--- src/design/ppe_pkg.sv ---
// Shared constants and types for the particle pool update block.
`default_nettype none
package ppe_pkg;
    localparam int NumParticles = 16;
    localparam int IdxW = $clog2(NumParticles);
    localparam logic signed [31:0] SpawnInterval = 32'sd3277;
    localparam logic signed [31:0] EmitHalfExtent = 32'sd6554;
    localparam logic [2:0] REG_GRAVITY = 3'd0;
    localparam logic [2:0] REG_LIFETIME = 3'd1;
    localparam logic [2:0] REG_CX = 3'd2;
    localparam logic [2:0] REG_CY = 3'd3;
    localparam logic [2:0] REG_CZ = 3'd4;
    localparam logic [2:0] REG_DX = 3'd5;
    localparam logic [2:0] REG_DY = 3'd6;
    localparam logic [2:0] REG_DZ = 3'd7;

    typedef struct packed {
        logic [15:0] dt;
        logic [15:0] rx;
        logic [15:0] ry;
        logic [15:0] rz;
        logic        spawn;
    } tick_t;

    typedef enum logic [2:0] {
        ST_IDLE = 3'b001,
        ST_READ = 3'b010,
        ST_CALC = 3'b100
    } back_state_t;

    // floor(v * dt / 65536), 32-bit signed times 16-bit unsigned
    function automatic logic signed [31:0] scale_dt(input logic signed [31:0] v,
                                                    input logic [15:0] dt);
        logic signed [48:0] p;
        p = v * $signed({1'b0, dt});
        return p[47:16];
    endfunction
endpackage
`default_nettype wire

--- src/design/ppe_front.sv ---
// Front end: accepts ticks, runs the spawn countdown, queues work for the back end.
`default_nettype none
module ppe_front
    import ppe_pkg::*;
(
    input  wire logic        clk,
    input  wire logic        rst_n,
    input  wire logic        in_valid,
    output logic             in_ready,
    input  wire logic [15:0] time_step,
    input  wire logic [15:0] rand_x,
    input  wire logic [15:0] rand_y,
    input  wire logic [15:0] rand_z,
    output logic             q_valid,
    input  wire logic        q_ready,
    output tick_t            q_data
);
    logic [31:0] countdown_reg, countdown_next;
    tick_t q_reg [2];
    logic [1:0] count_reg, count_next;
    logic wr_ptr_reg, rd_ptr_reg;
    logic signed [31:0] dec;
    logic push, pop;

    assign in_ready = (count_reg != 2'd2);
    assign push = in_valid && in_ready;
    assign q_valid = (count_reg != 2'd0);
    assign pop = q_valid && q_ready;
    assign q_data = q_reg[rd_ptr_reg];
    assign dec = $signed(countdown_reg) - $signed({16'd0, time_step});

    always_comb
    begin
        countdown_next = countdown_reg;
        if (push)
        begin
            countdown_next = dec[31] ? SpawnInterval : dec;
        end
        count_next = count_reg + {1'b0, push} - {1'b0, pop};
    end

    always_ff @(posedge clk or negedge rst_n)
    begin
        if (!rst_n)
        begin
            countdown_reg <= SpawnInterval;
            count_reg <= 2'd0;
            wr_ptr_reg <= 1'b0;
            rd_ptr_reg <= 1'b0;
        end
        else
        begin
            countdown_reg <= countdown_next;
            count_reg <= count_next;
            if (push) wr_ptr_reg <= ~wr_ptr_reg;
            if (pop) rd_ptr_reg <= ~rd_ptr_reg;
        end
    end

    always_ff @(posedge clk)
    begin
        if (push)
        begin
            q_reg[wr_ptr_reg] <= '{dt: time_step, rx: rand_x, ry: rand_y,
                                   rz: rand_z, spawn: dec[31]};
        end
    end
endmodule
`default_nettype wire

--- config.mk ---
export PLATFORM = sky130hd
export DESIGN_NAME = ppe_front
export DESIGN_NICKNAME = d
export VERILOG_FILES = /design/src/design/ppe_pkg.sv /design/src/design/ppe_front.sv
export SDC_FILE = /design/constraint.sdc
export NUM_CORES = 1
export LEC_CHECK = 0
export BUFFER_PORTS_ARGS = -buffer_cell sky130_fd_sc_hd__buf_2
export CORE_MARGIN = 2
export CORE_UTILIZATION = 45
export CTS_BUF_LIST = sky130_fd_sc_hd__clkbuf_8
export CTS_CLUSTER_DIAMETER = 100
export DETAILED_ROUTE_END_ITERATION = 10
export GPL_TIMING_DRIVEN = 0
export PLACE_DENSITY = 0.67
export SLEW_MARGIN = 0
export SYNTH_ARGS = -nofsm -noshare
export SYNTH_HDL_FRONTEND = slang
export SYNTH_SLANG_ARGS = --single-unit
--- constraint.sdc ---
create_clock -name clk -period 5.52 [get_ports clk]
set_input_delay 1.104 -clock clk [delete_from_list [all_inputs] [get_ports clk]]
set_output_delay 1.104 -clock clk [all_outputs]
set_load 0.02 [all_outputs]
; ---- Yosys cells after proc, flatten, opt, wreduce, memory -nomap -nowiden
; Memories as Yosys holds them, arrays and structs flattened.
; Cells that the tools add are included.
[op_classes]
add_sub_neg = 3
multipliers = 0
div_mod_pow = 0
n_lt_le_gt_ge = 0
n_eq_ne = 1
shift = 0
n_mux = 3
bitwise_logic = 2
n_reduce_logical = 3
[op_table]
columns = operator, n
row1 = $sub A32 B17 Y32, 1
row2 = $mux W31, 1
row3 = $add A2 B1 Y2, 1
row4 = $logic_and A1 B1 Y1, 2
row5 = $mux W1, 2
row6 = $ne A2 B2 Y1 const B, 1
row7 = $not A1 Y1, 2
row8 = $reduce_bool A2 Y1, 1
row9 = $sub A2 B1 Y2, 1
[totals]
regBits = 36
latchBits = 0
ram_bits = 130
rom_bits = 0
input_bits = 68
out_inout_bits = 67
memories = 1
[memory_table]
columns = memory, depth, word_bits, read_ports, rd_clocked_by_memory_dff, wr, line_no
row1 = q_reg, 2, 65, 1, 0, 1, ppe_front.sv:19  ; tick_t q_reg [2];

; ---- Longest topological paths before layout
; Gate-level depths: netlist (run 1).
[depth]
word_depth = 4
ltp_mapped = 11

; ---- Worst setup path before layout (run 1)
; No wires, ideal clock.
[synth_path]
path_type = input to register
start = in in_valid
end = mem q_reg[0][0] in the netlist's numbering (enable)
arrival_time_ns = 4.396
required_ns = 5.031
path_slack_ns = 0.635
cell_stages = 4
path_buffers = 1
cell_sequence = and2_1 > clkinv_1 > buf_1 > nor2_1
[synth_via]
elab_chain_len = 3
[synth_rtl]
columns = item, line_no
row1 = from (decl), ppe_front.sv:8  ; input wire logic in_valid,
row2 = $logic_and A1 B1 Y1, ppe_front.sv:26  ; assign push = in_valid && in_ready;
row3 = $mux W1, ppe_front.sv:62  ; if (push)
row4 = $mux W1 (not written as such), ppe_front.sv:64  ; q_reg[wr_ptr_reg] <= '{dt: time_step, rx: rand_x, ry: rand_y,
row5 = to (decl), ppe_front.sv:19
; No other way between the ends.

; ---- Worst setup path after layout (run 1)
[layout_path]
start = in time_step[2]
end = reg countdown_reg[22]
[layout_via]
elab_chain_len = 2
[layout_rtl]
columns = item, line_no
row1 = from (decl), ppe_front.sv:10  ; input wire logic [15:0] time_step,
row2 = $sub A32 B17 Y32, ppe_front.sv:30  ; assign dec = $signed(countdown_reg) - $signed({16'd0, time_step});
row3 = $mux W31, ppe_front.sv:37  ; countdown_next = dec[31] ? SpawnInterval : dec;
row4 = to (signal assigned), ppe_front.sv:46  ; countdown_reg <= SpawnInterval;
row5 = to (signal assigned), ppe_front.sv:53  ; countdown_reg <= countdown_next;
row6 = to (decl), ppe_front.sv:18  ; logic [31:0] countdown_reg, countdown_next;
; No other way between the ends.
; A chain may end at the register's enable or synchronous reset.

==> impl_metrics.ini, run 1 <==
[critical_path]
path_max_fanout = 6
path_class = in2reg
cp_cell_sequence = buf_2, inv_1, ha_1, nor2b_1, o2111a_1, o31ai_1, a311oi_1, or4_1, a21oi_1
cp_slowest_cell = o31ai_1
r2r_setup_slack_ps = 2290
reg2reg_depth = 7
cp-start-kind = input port
max_stage_delay_ps = 820
rr_startpoint = countdown_reg[2]
worstPathArrival_ps = 3970
cp.required_ps = 5900
worstReg2RegEnd = countdown_reg[22]
path_delay_family = compound AO/OA/AOI/OAI gates
end_kind = flip-flop
cp_num_buf_inv = 2

[grt]
grt_pass1_wl_mm = 26.32
grt_max_degree = 66
grt_antenna_before_repair = 0
grt-ovfl-total = 0
grt_pass1_vias = 5099
grtUsageTotal_pct = 19.14

[clock_tree]
ctsRootBufferMaster = clkbuf_8
cts_resized = 0
postCtsHoldBufs = 0
tritoncts = built
cts.sinks = 165
worstSkewPairLatency_ps = 460
cts_setup_buffers = 0
clkTransAtPathRegs_ps = 90
cts_buffer_depth = 2
cts_buffers = 17
cts_max_level = 4

[die]
rows = 46
die_y_um = 132.5
fp.coreArea_um2 = 16000
die_area_um2 = 17550
start_util_pct = 46.43
die-width_um = 132.5
ioPinCount = 135

[layout]
drive_gt1_share_pct = 35.32
nNetsFinal = 779
n_fill_cell = 1384
area.sequential_um2 = 4788
final_common_cell = buf_2
multi_input_area_um2 = 2491
n_antenna_cell = 0
area_growth_pct = 18.65
mostFrequentLayoutCells = buf_2, edfxtp_1, mux2_2, a21oi_1, nor2_1
largest_reg_flops = 130
stdcell_count = 921

[detailed_routing]
routed_wl_mm = 16.34
vias = 5018
wire_per_inst_um = 17.74
drtPass1Iterations = 5
ant_nets = 0
drc = 0
initialDrtViolationCount = 292
vias_per_cell = 5.448

[sta]
final-setup-viol-count = 0
grt_setup_unrepaired = no
fmax_ghz = 0.2791
hold_violations = 0
fin_skew_ps = 15.04
tns_ps = 0
worst_pin_slew_ps = 1256
post-route-period-util_pct = 64.91
post-route-min-period_ps = 3583
slew_violations = 0
max-slew-margin-rel_pct = 14.09

[status]
status = complete, no violations

[synthesis]
synth_top_area_share_pct = 52.55
syn-num-nets = 624
yosys_register_bits = 165
yosys.area.top_type = edfxtp_1
synth_ff_type = edfxtp_1
ys_seq_area_share_pct = 64.46
yosys_warnings = 0
avgSynthCellArea_um2 = 13.83
syn-cell-area_um2 = 7428
syn_inst = 537
synth-edff-count = 130
ys_top_cells_by_area = edfxtp_1, mux2_2, dfrtp_1
synthArstFlopShare_pct = 21.21
synth_cell_types = 52

[hold_path]
holdPathEnd = countdown_reg[5]
hold_depth = 2
hold_path.class = reg2reg
holdCritStartpoint = countdown_reg[5]

[power_and_ir_drop]
p_leak_nw = 3.410
p_per_area_nw_per_um2 = 546.1
max-vdd-ir-drop_uv = 185.3

[place]
io_buffers = 134
placed_cells = 889
dp_hpwl_mm = 11.71
place.gp.congestion = 0.9111

[flow_run]
maxCapViolCount = 0
==> metrics by stage <==
stage / util (%) / area [um2] / power [mW] / hold WS [ps] / setup WS, ps
2_1_floorplan: - / 7428 / 3.391 / 452.6 / 635.2
3_5_place_dp: 52.64 / 8422 / 3.999 / 471.2 / 1580
3_3_place_gp: 52.31 / 8369 / 3.944 / 466.2 / -1147
5_1_grt: 55.08 / 8813 / 5.118 / 517.5 / 1857
6_report: 55.08 / 8813 / 4.813 / 488.2 / 1937
4_1_cts: 55.08 / 8813 / 4.847 / 489.9 / 1989
==> power by group <==
part           switching, mW  internal, mW  leakage, nW
registers              0.152          1.75         1.62
logic                   1.27         0.802         1.59
clock network          0.500         0.339        0.195
==> cells by family after synthesis <==
kind of cell	count (synthesis)	synth area share, %
and+or+nand+nor	128	8.977
buffers and inverters	43	2.173
DFF	165	64.46
muxes	71	10.68
xor gates and xnor gates	16	1.887
adders and majority gates	19	3.301
AOI/OAI and AO/OA	95	8.523
==> worst min-delay path, cell delays in order (launching register included) <==
cell     delay (ps)
dfrtp_1         350
nand2_1          50
o31ai_1          50
==> synth_stat cells (2+ instances only) <==
master     number
dfstp_2         7
mux2_2         66
o21a_1          5
and2_1          8
or4_4           3
o2111ai_1       3
or4_1           6
xnor2_1         7
nor4_1          2
clkbuf_1       19
nand4_1         7
xor2_1          9
a211o_1         2
inv_1          22
or2_2           2
o21ai_0        12
a31oi_1        10
and3_1          6
o31a_1          2
a21o_1          2
a211oi_1        3
nor2b_1         3
dfrtp_1        28
nor3_1          9
and4_1          2
o31ai_1         9
or3_1           9
mux2i_1         5
o2111a_1        3
a21oi_1        30
o211ai_1        4
nand3_1         9
nand2b_1        3
nand2_1        26
edfxtp_1      130
ha_1           18
nor2_1         31
==> per-layer routing <==
| metal | wire (um) | share of wire [%] | global-route usage (%) |
|---|---|---|---|
| met5 | 0 | 0 | 0 |
| met4 | 253 | 1.5 | 6.452 |
| met3 | 903 | 5.5 | 4.751 |
| met2 | 8148 | 50 | 32.04 |
| met1 | 7030 | 43 | 24.47 |
==> worst max-delay path by stage <==
stage,start,end,slack [ps],cells after the start
2_1_floorplan,in_valid,q_reg[0][0],640,4
3_3_place_gp,in_valid,q_reg[0][49],-1150,5
3_5_place_dp,time_step[2],countdown_reg[22],1580,9
4_1_cts,rd_ptr_reg,q_data[53],1990,4
5_1_grt,rd_ptr_reg,q_data[53],1860,4
6_report,time_step[2],countdown_reg[22],1940,9
==> layout make-up <==
class / count / area share (%)
sequential: 165 / 54.33
multi-input combinational: 329 / 28.27
timing repair buffer: 136 / 8.064
tap: 216 / 3.066
clock buffer: 17 / 2.655
clock inverter: 15 / 1.789
inverter: 23 / 0.9796
buffer: 20 / 0.8518
Power figures use the tool's default switching activity.
==> run 2, diff against run 1 <==
ABC_AREA = 1   (was not set)
PLACE_DENSITY = 0.69   (was 0.67)
clock period = 3.2 ns   (was 5.52 ns; I/O delays follow)
==> run 2 against run 1 <==
Net effect:
- hold slack worse by 200 ps
- non-clock buffer count grew 3
- die area rose by 7.2%
- first-iteration DRC count rose by 7.9%
- clock power increased by 98%
- sequential cell count stayed put
==> impl_metrics.ini, run 2 <==
[synthesis]
avgSynthCellArea_um2 = 9.387
synth_common_cells = nand2_1, edfxtp_1, inv_1
yosys_warnings = 0
synth_top_area_share_pct = 48.93
yosys_register_bits = 165
yosys.area.top_type = edfxtp_1
synth_most_common_cell = nand2_1
syn_inst = 850
synth_cell_types = 35
ys_seq_area_share_pct = 60.01
syn-cell-area_um2 = 7979
syn-num-nets = 937
synthArstFlopShare_pct = 21.21
synth-edff-count = 130
ys_top_cells_by_area = edfxtp_1, nand2_1, dfrtp_1
synth_ff_type = edfxtp_1

[critical_path]
cp.required_ps = 2560
cp-start-kind = flip-flop
path_class = reg2out
end_kind = output port
path_max_fanout = 10
worstPathArrival_ps = 2230

[layout]
area_growth_pct = 18.80
largest_reg_flops = 130
n_fill_cell = 1563
final_cell_area_um2 = 9479
nNetsFinal = 1094
mostFrequentLayoutCells = nand2_1, buf_2, edfxtp_1, inv_1, nor2_1
final_common_cell = nand2_1
drive_gt1_share_pct = 23.73

[power_and_ir_drop]
p_comb_share_pct = 44.7
switchingPower_mw = 3.695
p_leak_nw = 4.483
pwr-share-clk_pct = 19.2
switching_share_pct = 42.53
seqPwrFrac_pct = 36.2
max-vdd-ir-drop_uv = 489.3
p_per_area_nw_per_um2 = 916.5
p_int_mw = 4.993
power_mw = 8.688

[clock_tree]
worstSkewPairLatency_ps = 460
cts_resized = 0
tritoncts = built
cts_buffer_depth = 2
postCtsHoldBufs = 0
cts.sinks = 165
clkTransAtPathRegs_ps = 100
cts_setup_buffers = 0
cts_max_level = 4
cts_buffers = 17
ctsRootBufferMaster = clkbuf_8

[die]
ioPinCount = 135
die-width_um = 137.2
start_util_pct = 46.13
fp.coreArea_um2 = 17300
die_area_um2 = 18810
die_y_um = 137.2
rows = 48

[sta]
grt_setup_unrepaired = no
worst_pin_slew_ps = 869.4
fmax_ghz = 0.3488
hold_violations = 0
post-route-min-period_ps = 2867
fin_skew_ps = 12.19
slew_violations = 0
max-slew-margin-rel_pct = 42.04
final-setup-viol-count = 0
fin_hold_ws_ps = 289.6
fin_ws_ps = 333.3
post-route-period-util_pct = 89.59

[detailed_routing]
vias_per_cell = 4.778
routed_wl_mm = 17.51
initialDrtViolationCount = 315
vias = 5958
ant_nets = 0
wire_per_inst_um = 14.04
drc = 0
drtPass1Iterations = 5

[grt]
top_usage_layer = met2
grt_pass1_wl_mm = 27.21
grt_use_met2_pct = 33.25
met3_usage_pct = 4.407
grt_max_degree = 36
grt_pass1_vias = 5587
grt-ovfl-total = 0
grtUsageTotal_pct = 18.95
grt_antenna_before_repair = 2
use_met1_pct = 23.49

[hold_path]
hold_path.class = in2async

[place]
pre_cts_slack_ps = 556.0
placed_cell_area_um2 = 9026
place.gp.congestion = 0.8617
io_buffers = 134
dp_hpwl_mm = 13.01

[flow_run]
maxCapViolCount = 0

[status]
status = complete, no violations
-- run 2: layout make-up --
type	count	area (um2)	share of cell area [%]
Sequential cell	165	4788	50.51
Inverter	94	352.8	3.722
Tap cell	225	281.5	2.970
Clock inverter	15	214.0	2.257
Antenna cell	2	5.005	0.05280
Multi-Input combinational cell	570	2741	28.92
Clock buffer	17	234.0	2.468
Timing Repair Buffer	138	750.7	7.920
Buffer	21	111.4	1.175
-- run 2: per-stage QoR --
step	setup TNS, ps	cells	util, %
after floorplan	0	850	-
after global placement	-80410	1209	51.69
after detailed placement	0	1213	52.18
after CTS	0	1245	54.77
after global routing	0	1246	54.79
final	0	1247	54.80
-- run 2: path summary, 6_finish.rpt --
check | from | end | slack, ps | cells past startpoint
min in group clk | rand_x[8] | q_reg[0][41] | 360 | 1
max reg2reg | count_reg[1] | q_reg[0][26] | 820 | 7
max | rd_ptr_reg | q_data[58] | 330 | 6
max in group asynchronous | rst_n | countdown_reg[8] | 2360 | 1
min reg2reg | countdown_reg[11] | countdown_reg[11] | 480 | 2
min | rst_n | countdown_reg[16] | 290 | 1
-- run 2: power by group through the flow --
stage,sequential (mW),combinational [mW],clock (mW)
2_1_floorplan,3.15,2.70,0
3_3_place_gp,3.20,3.77,0
3_5_place_dp,3.19,3.91,0
4_1_cts,3.14,3.93,1.70
5_1_grt,3.20,4.33,1.79
6_report,3.14,3.88,1.66
-- run 2: cell families (layout without fill, tap and decap cells) --
| logic type | Yosys count | count (layout) | share of synthesized area (%) |
|---|---|---|---|
| simple gates | 516 | 516 | 28.02 |
| flops | 165 | 165 | 60.01 |
| buf+inv | 115 | 285 | 5.818 |
| compound gates | 25 | 25 | 1.976 |
| fa+ha+maj | 19 | 19 | 3.074 |
| xor+xnor | 10 | 10 | 1.098 |
| other cells | 0 | 2 | 0 |
-- run 2: worst max-delay path, cell delays in order (launching register included) --
cell      delay, ps
dfrtp_1         410
inv_1           100
clkbuf_1        420
clkbuf_1        460
nand2_1         100
nand2_1         100
buf_2           180
-- run 2: per-layer routing --
metal  up-vias  routed length, um
li1       3033                  -
met3        18               1015
met4         0                216
met2       140               8644
met1      2767               7631
met5         -                  0
==> run 3, diff against run 2 <==
--- a/constraint.sdc
+++ b/constraint.sdc
@@ -3,2 +3,2 @@
 set_output_delay 0.64 -clock clk [all_outputs]
-set_load 0.02 [all_outputs]
+set_load 0.05 [all_outputs]
==> run 3 against run 2 <==
Net effect:
- combinational power is 27% higher
- non-clock buffer count unchanged
- power is 11% higher
- routed wire length grew 0.26%
- global-route usage grew 0.23 points
- count of clock-buffer cells in the layout unchanged
- register-to-register slack lost 120 ps
- largest power group unchanged
==> impl_metrics.ini, run 3 (synthesis results as in run 2) <==
[status]
status = complete, no violations

[critical_path]
cp-start-kind = flip-flop
worstPathArrival_ps = 2340
end_kind = output port
cp.required_ps = 2560
path_class = reg2out
path_max_fanout = 10

[flow_run]
maxCapViolCount = 0

[power_and_ir_drop]
p_per_area_nw_per_um2 = 1020
switching_share_pct = 48.38
seqPwrFrac_pct = 32.6
power_mw = 9.632
p_leak_nw = 4.471
max-vdd-ir-drop_uv = 523.6
p_int_mw = 4.972
p_comb_share_pct = 51.2
switchingPower_mw = 4.660
pwr-share-clk_pct = 16.2

[sta]
hold_violations = 0
final-setup-viol-count = 0
fin_skew_ps = 12.62
worst_pin_slew_ps = 827.3
post-route-period-util_pct = 93.06
fmax_ghz = 0.3358
max-slew-margin-rel_pct = 44.85
grt_setup_unrepaired = no
slew_violations = 0
tns_ps = 0
post-route-min-period_ps = 2978
fin_ws_ps = 222.1

[detailed_routing]
initialDrtViolationCount = 450
routed_wl_mm = 17.55
drc = 0
wire_per_inst_um = 14.11
ant_nets = 0
vias = 5985
vias_per_cell = 4.811
drtPass1Iterations = 5

[clock_tree]
tritoncts = built
cts_buffers = 17
cts_setup_buffers = 0
ctsRootBufferMaster = clkbuf_8
clkTransAtPathRegs_ps = 90
cts_max_level = 4
worstSkewPairLatency_ps = 460
cts_resized = 0
postCtsHoldBufs = 0
cts.sinks = 165
cts_buffer_depth = 2

[grt]
grt_pass1_wl_mm = 27.68
grt_max_degree = 36
grt_pass1_vias = 5713
grtUsageTotal_pct = 19.18
grt-ovfl-total = 0
grt_antenna_before_repair = 1

[layout]
n_antenna_cell = 0
area_growth_pct = 18.36
mostFrequentLayoutCells = nand2_1, buf_2, edfxtp_1, inv_1, nor2_1
largest_reg_flops = 130
final_common_cell = nand2_1
final_util_pct = 54.60
drive_gt1_share_pct = 23.45
nNetsFinal = 1094
final_cell_area_um2 = 9444

[die]
die_area_um2 = 18810
fp.coreArea_um2 = 17300
ioPinCount = 135
die-width_um = 137.2
rows = 48
die_y_um = 137.2
start_util_pct = 46.13

[hold_path]
hold_path.class = in2async

[place]
io_buffers = 134
dp_hpwl_mm = 13.04
pre_cts_slack_ps = 421.6
place.gp.congestion = 0.8833
placed_cell_area_um2 = 9034
==> run 3: cell types whose count changed in the layout (fill, tap and decap cells not counted), sizes merged <==
cell	delta
inv	-2
diode	-2
clkinv	+1
==> run 3: critical path: stages, from the launching register on <==
cell	delay (ps)
dfrtp_1	410
inv_1	90
clkbuf_1	420
buf_1	500
nand2_1	110
nand2_1	90
buf_2	270
==> run 3: layer usage <==
metal  global-route usage [%]  share of wire (%)  up-vias  wire [um]
met5                        0              0.046        -          8
met4                    5.040                1.1        2        201
met3                    4.556                6.0       20       1060
met2                    34.16                 50      162       8814
met1                    23.28                 43     2764       7469
li1                         -                  -     3037          -
==> run 3: per-stage QoR <==
| step | hold slack (ps) | instances |
|---|---|---|
| 5_1_grt | 339.3 | 1244 |
| 3_5_place_dp | 458.8 | 1213 |
| 2_1_floorplan | 344.4 | 850 |
| 6_report | 274.5 | 1244 |
| 3_3_place_gp | 464.2 | 1209 |
| 4_1_cts | 299.9 | 1244 |
==> run 3: layout make-up <==
| type | count | area [um2] |
|---|---|---|
| Multi-Input combinational cell | 570 | 2741 |
| Inverter | 94 | 352.8 |
| Buffer | 21 | 111.4 |
| Fill cell | 1593 | 7853 |
| Clock buffer | 17 | 234.0 |
| Tap cell | 225 | 281.5 |
| Timing Repair Buffer | 138 | 758.2 |
| Sequential cell | 165 | 4788 |
| Clock inverter | 14 | 176.4 |
==> run 3: power by group through the flow <==
stage | combinational [mW] | sequential [mW] | clock [mW]
after floorplan | 3.73 | 3.15 | 0
after global placement | 4.81 | 3.19 | 0
after detailed placement | 4.94 | 3.19 | 0
after CTS | 4.96 | 3.14 | 1.59
after global routing | 5.40 | 3.20 | 1.68
final | 4.93 | 3.14 | 1.56
==> run 3: worst paths after layout <==
check | slack [ps] | endpoint | startpoint | depth (start not counted)
worst min-delay path | 270 | countdown_reg[25] | rst_n | 1
worst min register to register | 480 | countdown_reg[11] | countdown_reg[11] | 2
worst max-delay path | 220 | q_data[30] | rd_ptr_reg | 6
min in group clk | 370 | q_reg[0][38] | rand_x[5] | 1
max in group asynchronous | 2400 | countdown_reg[9] | rst_n | 1
worst max register to register | 700 | q_reg[0][9] | count_reg[1] | 7
